**src/rtl/core/pld_pkg.sv**
```systemverilog
`default_nettype none
package pld_pkg;

  localparam int NUM_LABELS = 2;
  localparam int LABEL_W    = 1;
  localparam int POS_W      = 15;
  localparam int DIFF_W     = POS_W + 1;
  localparam int TIME_W     = 32;
  localparam int SUM_W      = 32;
  localparam int DIST_W     = 16;
  localparam int SPEED_W    = 32;
  localparam int US_W       = 20;
  localparam int MUL_W      = DIST_W + US_W;
  localparam int ROOT_REM_W = DIST_W + 2;

  localparam logic [US_W-1:0] US_PER_S = US_W'(1000000);

  localparam int SQ_STEPS   = 3;
  localparam int ROOT_STEPS = DIST_W;
  localparam int DIV_STEPS  = MUL_W;
  localparam int CNT_W      = 6;

  typedef enum logic [2:0] {
    S_IDLE,
    S_CHECK,
    S_SQ,
    S_ROOT,
    S_MUL,
    S_DIV,
    S_DONE
  } state_t;

  typedef struct packed {
    logic       capture;
    logic       start;
    logic       sq_step;
    logic [1:0] sel;
    logic       root_step;
    logic       mul;
    logic       div_step;
    logic       load_out;
  } cmd_t;

  typedef struct packed {
    logic hit;
    logic out_free;
  } status_t;

endpackage
`default_nettype wire

```
**src/rtl/core/pld_ctrl.sv**
```systemverilog
`default_nettype none
module pld_ctrl (
  input  wire            clk,
  input  wire            rst,
  input  wire            in_valid,
  output logic           in_ready,
  input  pld_pkg::status_t status,
  output pld_pkg::cmd_t  cmd
);
  import pld_pkg::*;

  state_t state, state_next;
  logic [CNT_W-1:0] cnt, cnt_next;
  logic last_sq, last_root, last_div;

  assign last_sq   = (cnt == CNT_W'(SQ_STEPS - 1));
  assign last_root = (cnt == CNT_W'(ROOT_STEPS - 1));
  assign last_div  = (cnt == CNT_W'(DIV_STEPS - 1));

  always_ff @(posedge clk) begin
    if (rst) begin
      state <= S_IDLE;
      cnt   <= '0;
    end else begin
      state <= state_next;
      cnt   <= cnt_next;
    end
  end

  always_comb begin
    state_next = state;
    cnt_next   = cnt;
    unique case (state)
      S_IDLE: begin
        if (in_valid) state_next = S_CHECK;
      end
      S_CHECK: begin
        cnt_next   = '0;
        state_next = status.hit ? S_SQ : S_IDLE;
      end
      S_SQ: begin
        cnt_next = cnt + 1'b1;
        if (last_sq) begin
          cnt_next   = '0;
          state_next = S_ROOT;
        end
      end
      S_ROOT: begin
        cnt_next = cnt + 1'b1;
        if (last_root) begin
          cnt_next   = '0;
          state_next = S_MUL;
        end
      end
      S_MUL: begin
        state_next = S_DIV;
      end
      S_DIV: begin
        cnt_next = cnt + 1'b1;
        if (last_div) begin
          cnt_next   = '0;
          state_next = S_DONE;
        end
      end
      S_DONE: begin
        if (status.out_free) state_next = S_IDLE;
      end
      default: state_next = S_IDLE;
    endcase
  end

  always_comb begin
    in_ready      = 1'b0;
    cmd           = '0;
    cmd.sel       = cnt[1:0];
    unique case (state)
      S_IDLE: begin
        in_ready    = 1'b1;
        cmd.capture = in_valid;
      end
      S_CHECK: cmd.start     = status.hit;
      S_SQ:    cmd.sq_step   = 1'b1;
      S_ROOT:  cmd.root_step = 1'b1;
      S_MUL:   cmd.mul       = 1'b1;
      S_DIV:   cmd.div_step  = 1'b1;
      S_DONE:  cmd.load_out  = status.out_free;
      default: in_ready      = 1'b0;
    endcase
  end

endmodule
`default_nettype wire

```
**src/rtl/core/pld_datapath.sv**
```systemverilog
`default_nettype none
module pld_datapath (
  input  wire                                clk,
  input  wire                                rst,
  input  pld_pkg::cmd_t                      cmd,
  output pld_pkg::status_t                   status,
  input  wire        [pld_pkg::LABEL_W-1:0]  label,
  input  wire signed [pld_pkg::POS_W-1:0]    pos_x,
  input  wire signed [pld_pkg::POS_W-1:0]    pos_y,
  input  wire signed [pld_pkg::POS_W-1:0]    pos_z,
  input  wire        [pld_pkg::TIME_W-1:0]   time_us,
  output logic                               out_valid,
  input  wire                                out_ready,
  output logic       [pld_pkg::LABEL_W-1:0]  out_label,
  output logic       [pld_pkg::DIST_W-1:0]   distance_mm,
  output logic       [pld_pkg::SPEED_W-1:0]  speed_mm_per_s
);
  import pld_pkg::*;

  logic                     seen [NUM_LABELS];
  logic signed [POS_W-1:0]  last_x [NUM_LABELS];
  logic signed [POS_W-1:0]  last_y [NUM_LABELS];
  logic signed [POS_W-1:0]  last_z [NUM_LABELS];
  logic [TIME_W-1:0]        last_time [NUM_LABELS];

  logic                     label_ok;
  logic [LABEL_W-1:0]       cap_label;
  logic                     hit;
  logic signed [DIFF_W-1:0] dx, dy, dz;
  logic [TIME_W-1:0]        dt;
  logic [SUM_W-1:0]         acc;
  logic [ROOT_REM_W-1:0]    rem_s;
  logic [DIST_W-1:0]        root;
  logic [MUL_W-1:0]         num;
  logic [TIME_W-1:0]        rem_d;

  logic signed [DIFF_W-1:0] d_sel;
  logic [DIFF_W-1:0]        d_abs;
  logic [2*POS_W-1:0]       d_sq;
  logic [ROOT_REM_W:0]      rem_sh, trial;
  logic                     root_ge;
  logic [TIME_W:0]          div_sh;
  logic                     div_ge;

  assign label_ok = (int'(label) < NUM_LABELS);
  assign status   = '{hit: hit, out_free: (!out_valid || out_ready)};

  always_ff @(posedge clk) begin
    if (rst) begin
      for (int i = 0; i < NUM_LABELS; i++) seen[i] <= 1'b0;
    end else if (cmd.capture && label_ok) begin
      seen[label] <= 1'b1;
    end
  end

  always_ff @(posedge clk) begin
    if (cmd.capture && label_ok) begin
      last_x[label]    <= pos_x;
      last_y[label]    <= pos_y;
      last_z[label]    <= pos_z;
      last_time[label] <= time_us;
    end
  end

  always_ff @(posedge clk) begin
    if (rst) begin
      hit <= 1'b0;
    end else if (cmd.capture) begin
      hit <= label_ok && seen[label];
    end
  end

  always_ff @(posedge clk) begin
    if (cmd.capture) begin
      cap_label <= label;
      dx <= DIFF_W'(pos_x) - DIFF_W'(last_x[label]);
      dy <= DIFF_W'(pos_y) - DIFF_W'(last_y[label]);
      dz <= DIFF_W'(pos_z) - DIFF_W'(last_z[label]);
      dt <= time_us - last_time[label];
    end
  end

  always_comb begin
    case (cmd.sel)
      2'd0:    d_sel = dx;
      2'd1:    d_sel = dy;
      default: d_sel = dz;
    endcase
    d_abs = d_sel[DIFF_W-1] ? DIFF_W'(-d_sel) : DIFF_W'(d_sel);
    d_sq  = d_abs[POS_W-1:0] * d_abs[POS_W-1:0];
  end

  assign rem_sh  = {rem_s[ROOT_REM_W-2:0], acc[SUM_W-1 -: 2]};
  assign trial   = {1'b0, root, 2'b01};
  assign root_ge = (rem_sh >= trial);

  assign div_sh = {rem_d, num[MUL_W-1]};
  assign div_ge = (div_sh >= {1'b0, dt});

  always_ff @(posedge clk) begin
    if (cmd.start) begin
      acc   <= '0;
      rem_s <= '0;
      root  <= '0;
    end else if (cmd.sq_step) begin
      acc <= acc + SUM_W'(d_sq);
    end else if (cmd.root_step) begin
      rem_s <= root_ge ? ROOT_REM_W'(rem_sh - trial) : ROOT_REM_W'(rem_sh);
      root  <= {root[DIST_W-2:0], root_ge};
      acc   <= acc << 2;
    end
  end

  always_ff @(posedge clk) begin
    if (cmd.mul) begin
      num   <= MUL_W'(root * US_PER_S);
      rem_d <= '0;
    end else if (cmd.div_step) begin
      rem_d <= div_ge ? TIME_W'(div_sh - {1'b0, dt}) : TIME_W'(div_sh);
      num   <= {num[MUL_W-2:0], div_ge};
    end
  end

  always_ff @(posedge clk) begin
    if (rst) begin
      out_valid <= 1'b0;
    end else if (cmd.load_out) begin
      out_valid <= 1'b1;
    end else if (out_ready) begin
      out_valid <= 1'b0;
    end
  end

  always_ff @(posedge clk) begin
    if (cmd.load_out) begin
      out_label      <= cap_label;
      distance_mm    <= root;
      speed_mm_per_s <= (|num[MUL_W-1:SPEED_W]) ? '1 : num[SPEED_W-1:0];
    end
  end

endmodule
`default_nettype wire

```
**src/rtl/core/per_label_displacement_speed.sv**
```systemverilog
// channel  signals                                     handshake
// in       label pos_x pos_y pos_z time_us             in_valid  / in_ready
// out      out_label distance_mm speed_mm_per_s        out_valid / out_ready
//
// a repeat sighting goes from request to result through 1 capture, 1 check,
// 3 squaring steps on one 15x15 multiplier, 16 root steps, 1 scaling multiply,
// 36 restoring divide steps and 1 output load; a first sighting gives no result
// the result sits in an output register, so the next request is taken while it waits
// rst is synchronous; it clears the seen marks and empties the output register
`default_nettype none
module per_label_displacement_speed (
  input  wire                                clk,
  input  wire                                rst,
  input  wire                                in_valid,
  output logic                               in_ready,
  input  wire        [pld_pkg::LABEL_W-1:0]  label,
  input  wire signed [pld_pkg::POS_W-1:0]    pos_x,
  input  wire signed [pld_pkg::POS_W-1:0]    pos_y,
  input  wire signed [pld_pkg::POS_W-1:0]    pos_z,
  input  wire        [pld_pkg::TIME_W-1:0]   time_us,
  output logic                               out_valid,
  input  wire                                out_ready,
  output logic       [pld_pkg::LABEL_W-1:0]  out_label,
  output logic       [pld_pkg::DIST_W-1:0]   distance_mm,
  output logic       [pld_pkg::SPEED_W-1:0]  speed_mm_per_s
);
  import pld_pkg::*;

  cmd_t    cmd;
  status_t status;

  pld_ctrl u_ctrl (
    .clk      (clk),
    .rst      (rst),
    .in_valid (in_valid),
    .in_ready (in_ready),
    .status   (status),
    .cmd      (cmd)
  );

  pld_datapath u_dp (
    .clk            (clk),
    .rst            (rst),
    .cmd            (cmd),
    .status         (status),
    .label          (label),
    .pos_x          (pos_x),
    .pos_y          (pos_y),
    .pos_z          (pos_z),
    .time_us        (time_us),
    .out_valid      (out_valid),
    .out_ready      (out_ready),
    .out_label      (out_label),
    .distance_mm    (distance_mm),
    .speed_mm_per_s (speed_mm_per_s)
  );

endmodule
`default_nettype wire

```
**config.mk**
```make
export PLATFORM = sky130hd
export DESIGN_NAME = per_label_displacement_speed
export DESIGN_NICKNAME = d
export VERILOG_FILES = /design/src/rtl/core/pld_pkg.sv /design/src/rtl/core/pld_ctrl.sv /design/src/rtl/core/pld_datapath.sv /design/src/rtl/core/per_label_displacement_speed.sv
export SDC_FILE = /design/constraint.sdc
export NUM_CORES = 1
export LEC_CHECK = 0
export ABC_AREA = 1
export BUFFER_PORTS_ARGS = -buffer_cell sky130_fd_sc_hd__buf_2
export CAP_MARGIN = 20
export CORE_UTILIZATION = 24
export DETAILED_ROUTE_END_ITERATION = 7
export GPL_TIMING_DRIVEN = 0
export PLACE_DENSITY = 0.45
export REMOVE_ABC_BUFFERS = 1
export SYNTH_ARGS = -nofsm -noshare
export SYNTH_HDL_FRONTEND = slang
export SYNTH_HIERARCHICAL = 1
export SYNTH_SLANG_ARGS = --single-unit
export TNS_END_PERCENT = 50
```
**constraint.sdc**
```tcl
create_clock -name clk -period 11.5 [get_ports clk]
set_input_delay 1.725 -clock clk [delete_from_list [all_inputs] [get_ports clk]]
set_output_delay 1.725 -clock clk [all_outputs]
set_load 0.05 [all_outputs]
```
==> impl_metrics.csv, run 1 <==
group,metric,value,unit
outcome,status,"finished clean",
die,initial_core_util,0.242,
timing,grt_setup_unrepaired,"no",
global_routing,antenna_found_initial,12,
global_routing,grt_max_degree,56,
synth,dominantRegCellSynth,"edfxtp_1",
drt,firstDrtPassIters,6,
worst_setup_path,critPathMaxFanout,20,
synth,synth_area,0.0352,sq mm
worst_setup_path,path_buf_inv,5,
place,io_buffers,132,
die,dieHeight,385,um
clock_network,path_clk_slew,0.07,ns
synth,synth-edff-count,314,
place,finalWeightedCongestion,0.864,
die,die_area,0.148,sq mm
synth,synth-seq-area-share,0.334,
finish,final_common_cell,"nand2_1",
drt,ant_nets,0,
synth,synth_cells,4130,
worst_setup_path,cpMaxStageDelayCell,"dfxtp_1",
timing,fin_skew,0.0349,ns
global_routing,grt_pass1_wl,154000,um
timing,min_period,8.81,ns
drt,wl_per_cell,15.5,um
clock_network,cts_hold_buf,0,
drt,vias_per_cell,4.35,
global_routing,first_global_vias,27500,
synth,synthMuxAreaShare,0.0193,
clock_network,post_cts_buffers,0,
worst_setup_path,worstPathRequired,11.99,ns
synth,yosys_register_bits,430,
finish,syn_to_final_growth,14.6,%
clock_network,cts_buffers,52,
drt,drt_iter0_markers,1632,
synth,synth_area_per_cell,8.52,sq um
die,boundaryPins,133,
worst_setup_path,cp.arrival,9.30,ns
die,fp.dieW,385,um
worst_setup_path,path_delay_family,"adder cells",
drt,drt-total-wl,96500,um
worst_setup_path,startpoint_type,"flip-flop",
worst_setup_path,critPathKind,"reg -> reg",
timing,hold_viol_final,0,
timing,setup_tns,0,ns
global_routing,grt_overflow,0,
timing,slew_violations,0,
timing,fin_crit_sh,0.766,
drt,vias,27100,
flow_run,drv_cap,0,
clock_network,cts_sinks,430,
finish,final_nets,4913,
synth,synth_top_family_by_area,"adder cells",
finish,final_cell_mix,"nand2_1, inv_1, ha_1",
worst_setup_path,max_stage_delay,0.97,ns
die,row_count,140,
clock_network,clk_path_buf_depth,3,
synth,synth-xor-area-share,0.0254,
timing,maxSlewHeadroom,0.322,
synth,synth_fa_ha_area_frac,0.245,
drt,drcViolationCount,0,
synth,yosysUniqueCellTypes,54,
min_path,hold_path_class,"reg -> reg",
place,dp_hpwl,77900,um
clock_network,root_buffer,"clkbuf_16",
clock_network,cts_tree,"yes",
timing,max_freq,113,MHz
synth,yosys_warnings,6,
synth,async_reset_ff_frac,0,
clock_network,cts.htree.levels,2,
finish,layout-drive-gt1-share,0.0923,
clock_network,clk_latency,0.65,ns
timing,worst_pin_slew,1.02,ns
worst_setup_path,endpoint_kind,"flip-flop",
clock_network,cts_resized,0,
synth,synth-compound-area-share,0.0844,
synth,yosys.area_share.simple,0.203,
global_routing,gr-usage-all-layers,0.131,
die,core_area,0.146,sq mm
timing,finalSetupViolCount,0,
==> worst reg2reg max path, delay by kind of cell, from the launching register on <==
kind | cells | cell delay [ns]
compound gates | 2 | 0.27
fa+ha+maj | 8 | 3.59
flops | 1 | 0.97
buf+inv | 5 | 0.71
simple gates | 14 | 2.35
xor+xnor | 1 | 0.80
==> through the flow <==
stage	utilization	setup WS [ns]	cells	instance area (sq um)	hold slack (ns)
after floorplan	-	-0.267	4055	34800	0.400
after global placement	0.260	-7.48	6104	37900	0.404
after detailed placement	0.264	2.62	6139	38400	0.407
after CTS	0.277	2.62	6236	40300	0.399
after global routing	0.277	2.11	6239	40300	0.397
final	0.277	2.69	6239	40300	0.400
==> cell families (layout without fill, tap and decap cells) <==
kind of cell | count (synthesis) | in the layout
and+or+nand+nor | 1623 | 1623
buffers and inverters | 809 | 1000
adders and majority gates | 553 | 553
DFF | 430 | 430
other | 0 | 1
muxes | 68 | 68
AOI/OAI and AO/OA | 545 | 545
xor gates and xnor gates | 102 | 102
==> final timing paths <==
check	from	end	slack, ns	depth (start not counted)
worst min-delay path	u_dp/cap_label	u_dp/out_label	0.40	0
worst max-delay path	u_ctrl/cnt[1]	u_dp/acc[25]	2.69	30
worst min register to register	u_dp/cap_label	u_dp/out_label	0.40	0
worst max register to register	u_ctrl/cnt[1]	u_dp/acc[25]	2.69	30
==> sequential cells by signal, indices dropped and copies added, names as in the netlist, 2 cells and up <==
signal,cells
u_dp/distance_mm,16
u_dp/seen,2
u_dp/dy,16
u_dp/root,16
u_dp/rem_s,17
u_dp/rem_d,32
u_dp/speed_mm_per_s,32
u_dp/dz,16
u_dp/last_x,30
u_dp/last_z,30
u_dp/last_y,30
u_dp/num,36
u_dp/acc,32
u_dp/dt,32
u_dp/dx,16
u_ctrl/cnt,6
u_dp/last_time,64
u_ctrl/state,3
==> layer usage <==
layer / GRT usage / part of all wire / vias up
met2: 0.220 / 0.46 / 431
met3: 0.0172 / 0.034 / 117
met4: 0.0295 / 0.021 / 0
met1: 0.179 / 0.48 / 12800
met5: 0 / 0 / -
li1: - / - / 13700
==> cells in the mapped netlist, drive strengths merged (3+ instances only) <==
cell	number	area share
nand2	960	0.11
inv	732	0.078
ha	328	0.12
edfxtp	314	0.27
nor2	301	0.037
a21oi	259	0.037
fa	225	0.13
nand3	210	0.032
o21ai	175	0.025
dfxtp	116	0.066
mux2i	68	0.019
nand3b	58	0.012
xor2	55	0.014
xnor2	47	0.012
buf	43	0.0076
nand4	37	0.0066
clkbuf	32	0.0034
o22ai	30	0.0053
nor3	28	0.0040
a31oi	22	0.0039
o21bai	20	0.0043
or2	15	0.0027
a21o	12	0.0026
o21a	12	0.0026
nor4	6	0.0011
a21boi	4	0.00085
nor3b	4	0.00085
a211oi	3	0.00064
==> layout make-up <==
| type | instances | area [sq um] |
|---|---|---|
| Multi-Input combinational cell | 2891 | 20400 |
| Clock buffer | 59 | 1350 |
| Sequential cell | 430 | 11800 |
| Antenna cell | 1 | 2.50 |
| Fill cell | 15700 | 105000 |
| Inverter | 734 | 2770 |
| Tap cell | 1917 | 2400 |
| Clock inverter | 38 | 484 |
| Timing Repair Buffer | 169 | 1200 |
Power of run 1 is left out: the tool's default activity adds up to more than one toggle a clock period on the data nets, which glitch-free logic cannot reach.
==> inputs of run 2 (changes only) <==
==> constraint.sdc (replaced) <==
create_clock -name clk -period 7.9 [get_ports clk]
set_input_delay 1.185 -clock clk [delete_from_list [all_inputs] [get_ports clk]]
set_output_delay 1.185 -clock clk [all_outputs]
set_load 0.05 [all_outputs]
==> impl_metrics.csv, run 2 (synthesis gave the netlist of run 1 again) <==
group,metric,value,unit
outcome,status,"finished clean",
clock_network,path_clk_slew,0.07,ns
finish,final_cells,6245,
finish,final_common_cell,"nand2_1",
global_routing,first_global_vias,27500,
die,boundaryPins,133,
drt,ant_nets,0,
worst_setup_path,startpoint_type,"flip-flop",
worst_setup_path,path_buf_inv,8,
clock_network,cts_hold_buf,0,
timing,fin_skew,0.0354,ns
place,dp.cells,6139,
timing,fin_crit_sh,0.930,
clock_network,clk_path_buf_depth,3,
worst_setup_path,reg2reg_slack,0.55,ns
worst_setup_path,path_delay_family,"adder cells",
die,core_area,0.146,sq mm
timing,finalSetupViolCount,0,
worst_setup_path,critPathKind,"reg -> reg",
die,row_count,140,
global_routing,antenna_found_initial,12,
drt,drt-total-wl,96700,um
global_routing,grt_overflow,0,
clock_network,clk_latency,0.66,ns
clock_network,cts_buffers,52,
drt,vias_per_cell,4.35,
drt,drt_iter0_markers,1606,
finish,final_nets,4917,
die,fp.dieW,385,um
timing,hold_viol_final,0,
worst_setup_path,worstPathRequired,8.48,ns
finish,final_cell_mix,"nand2_1, inv_1, ha_1",
timing,grt_setup_unrepaired,"no",
global_routing,grt_pass1_wl,154000,um
die,die_area,0.148,sq mm
worst_setup_path,critPathMaxFanout,15,
timing,min_period,7.35,ns
worst_setup_path,max_stage_delay,0.55,ns
drt,drcViolationCount,0,
global_routing,gr-usage-all-layers,0.132,
drt,firstDrtPassIters,5,
place,dp_hpwl,77900,um
finish,nFillCells,15700,
clock_network,root_buffer,"clkbuf_16",
drt,wl_per_cell,15.5,um
clock_network,cts.htree.levels,2,
finish,layout-drive-gt1-share,0.0941,
clock_network,cts_sinks,430,
finish,syn_to_final_growth,14.8,%
die,initial_core_util,0.242,
flow_run,drv_cap,0,
timing,worst_pin_slew,0.965,ns
clock_network,cts_tree,"yes",
worst_setup_path,cpMaxStageDelayCell,"fa_1",
min_path,hold_path_class,"reg -> reg",
timing,slew_violations,0,
finish,largest_register,"u_dp/last_time",
global_routing,grt_max_degree,56,
finish,top_regs,"u_dp/last_time x64, u_dp/num x36",
place,io_buffers,132,
finish,largest_register_ffs,64,
die,dieHeight,385,um
timing,maxSlewHeadroom,0.355,
worst_setup_path,cp.arrival,7.93,ns
worst_setup_path,endpoint_kind,"flip-flop",
drt,vias,27200,
place,finalWeightedCongestion,0.864,
timing,max_freq,136,MHz
## run 2: per-stage QoR
| step | hold slack [ns] | setup slack [ns] | utilization | TNS, ns | area (sq um) |
|---|---|---|---|---|---|
| detailed placement | 0.407 | -0.982 | 0.264 | -16.61 | 38400 |
| global route | 0.397 | 0.0499 | 0.278 | 0 | 40400 |
| finish | 0.401 | 0.551 | 0.278 | 0 | 40400 |
| global placement | 0.404 | -10.54 | 0.260 | -1829.62 | 37900 |
| floorplan | 0.400 | -3.33 | - | -380.46 | 34800 |
| CTS | 0.399 | 0.101 | 0.277 | 0 | 40300 |
## run 2: worst paths after layout
check | startpoint | to | cells after the start
min reg2reg | u_dp/cap_label | u_dp/out_label | 0
max reg2reg | u_ctrl/cnt[1] | u_dp/acc[23] | 31
max | u_ctrl/cnt[1] | u_dp/acc[23] | 31
min | u_dp/cap_label | u_dp/out_label | 0
## run 2: layer usage
metal	global-route usage	up-vias	routed length, um
met3	0.0172	114	3540
met4	0.0295	0	1960
li1	-	13800	-
met5	0	-	0
met2	0.220	432	44800
met1	0.179	12900	46500
## run 2: timing repair
action,in CTS,in global routing
resized for setup,5,5
pin swaps,1,2
setup endpoints to repair,24,15
buffers inserted,1,3
## run 2: layout make-up
type	count	area (sq um)	area share
tap	1917	2400	0.0594
clock buffer	59	1350	0.0334
sequential	430	11800	0.291
timing repair buffer	173	1240	0.0306
inverter	734	2770	0.0686
clock inverter	38	484	0.0120
antenna	3	7.51	0.000186
multi-input combinational	2891	20400	0.505
## run 2: worst reg2reg max path: cells and delay by family, from the launching register on
kind / cells / cell delay, ns
AND/OR/NAND/NOR: 13 / 1.97
AO/OA/AOI/OAI: 2 / 0.49
buffers and inverters: 8 / 0.71
flip-flops: 1 / 0.48
adder cells (fa/ha/maj): 8 / 3.66
Power of run 2 is left out for the same reason.
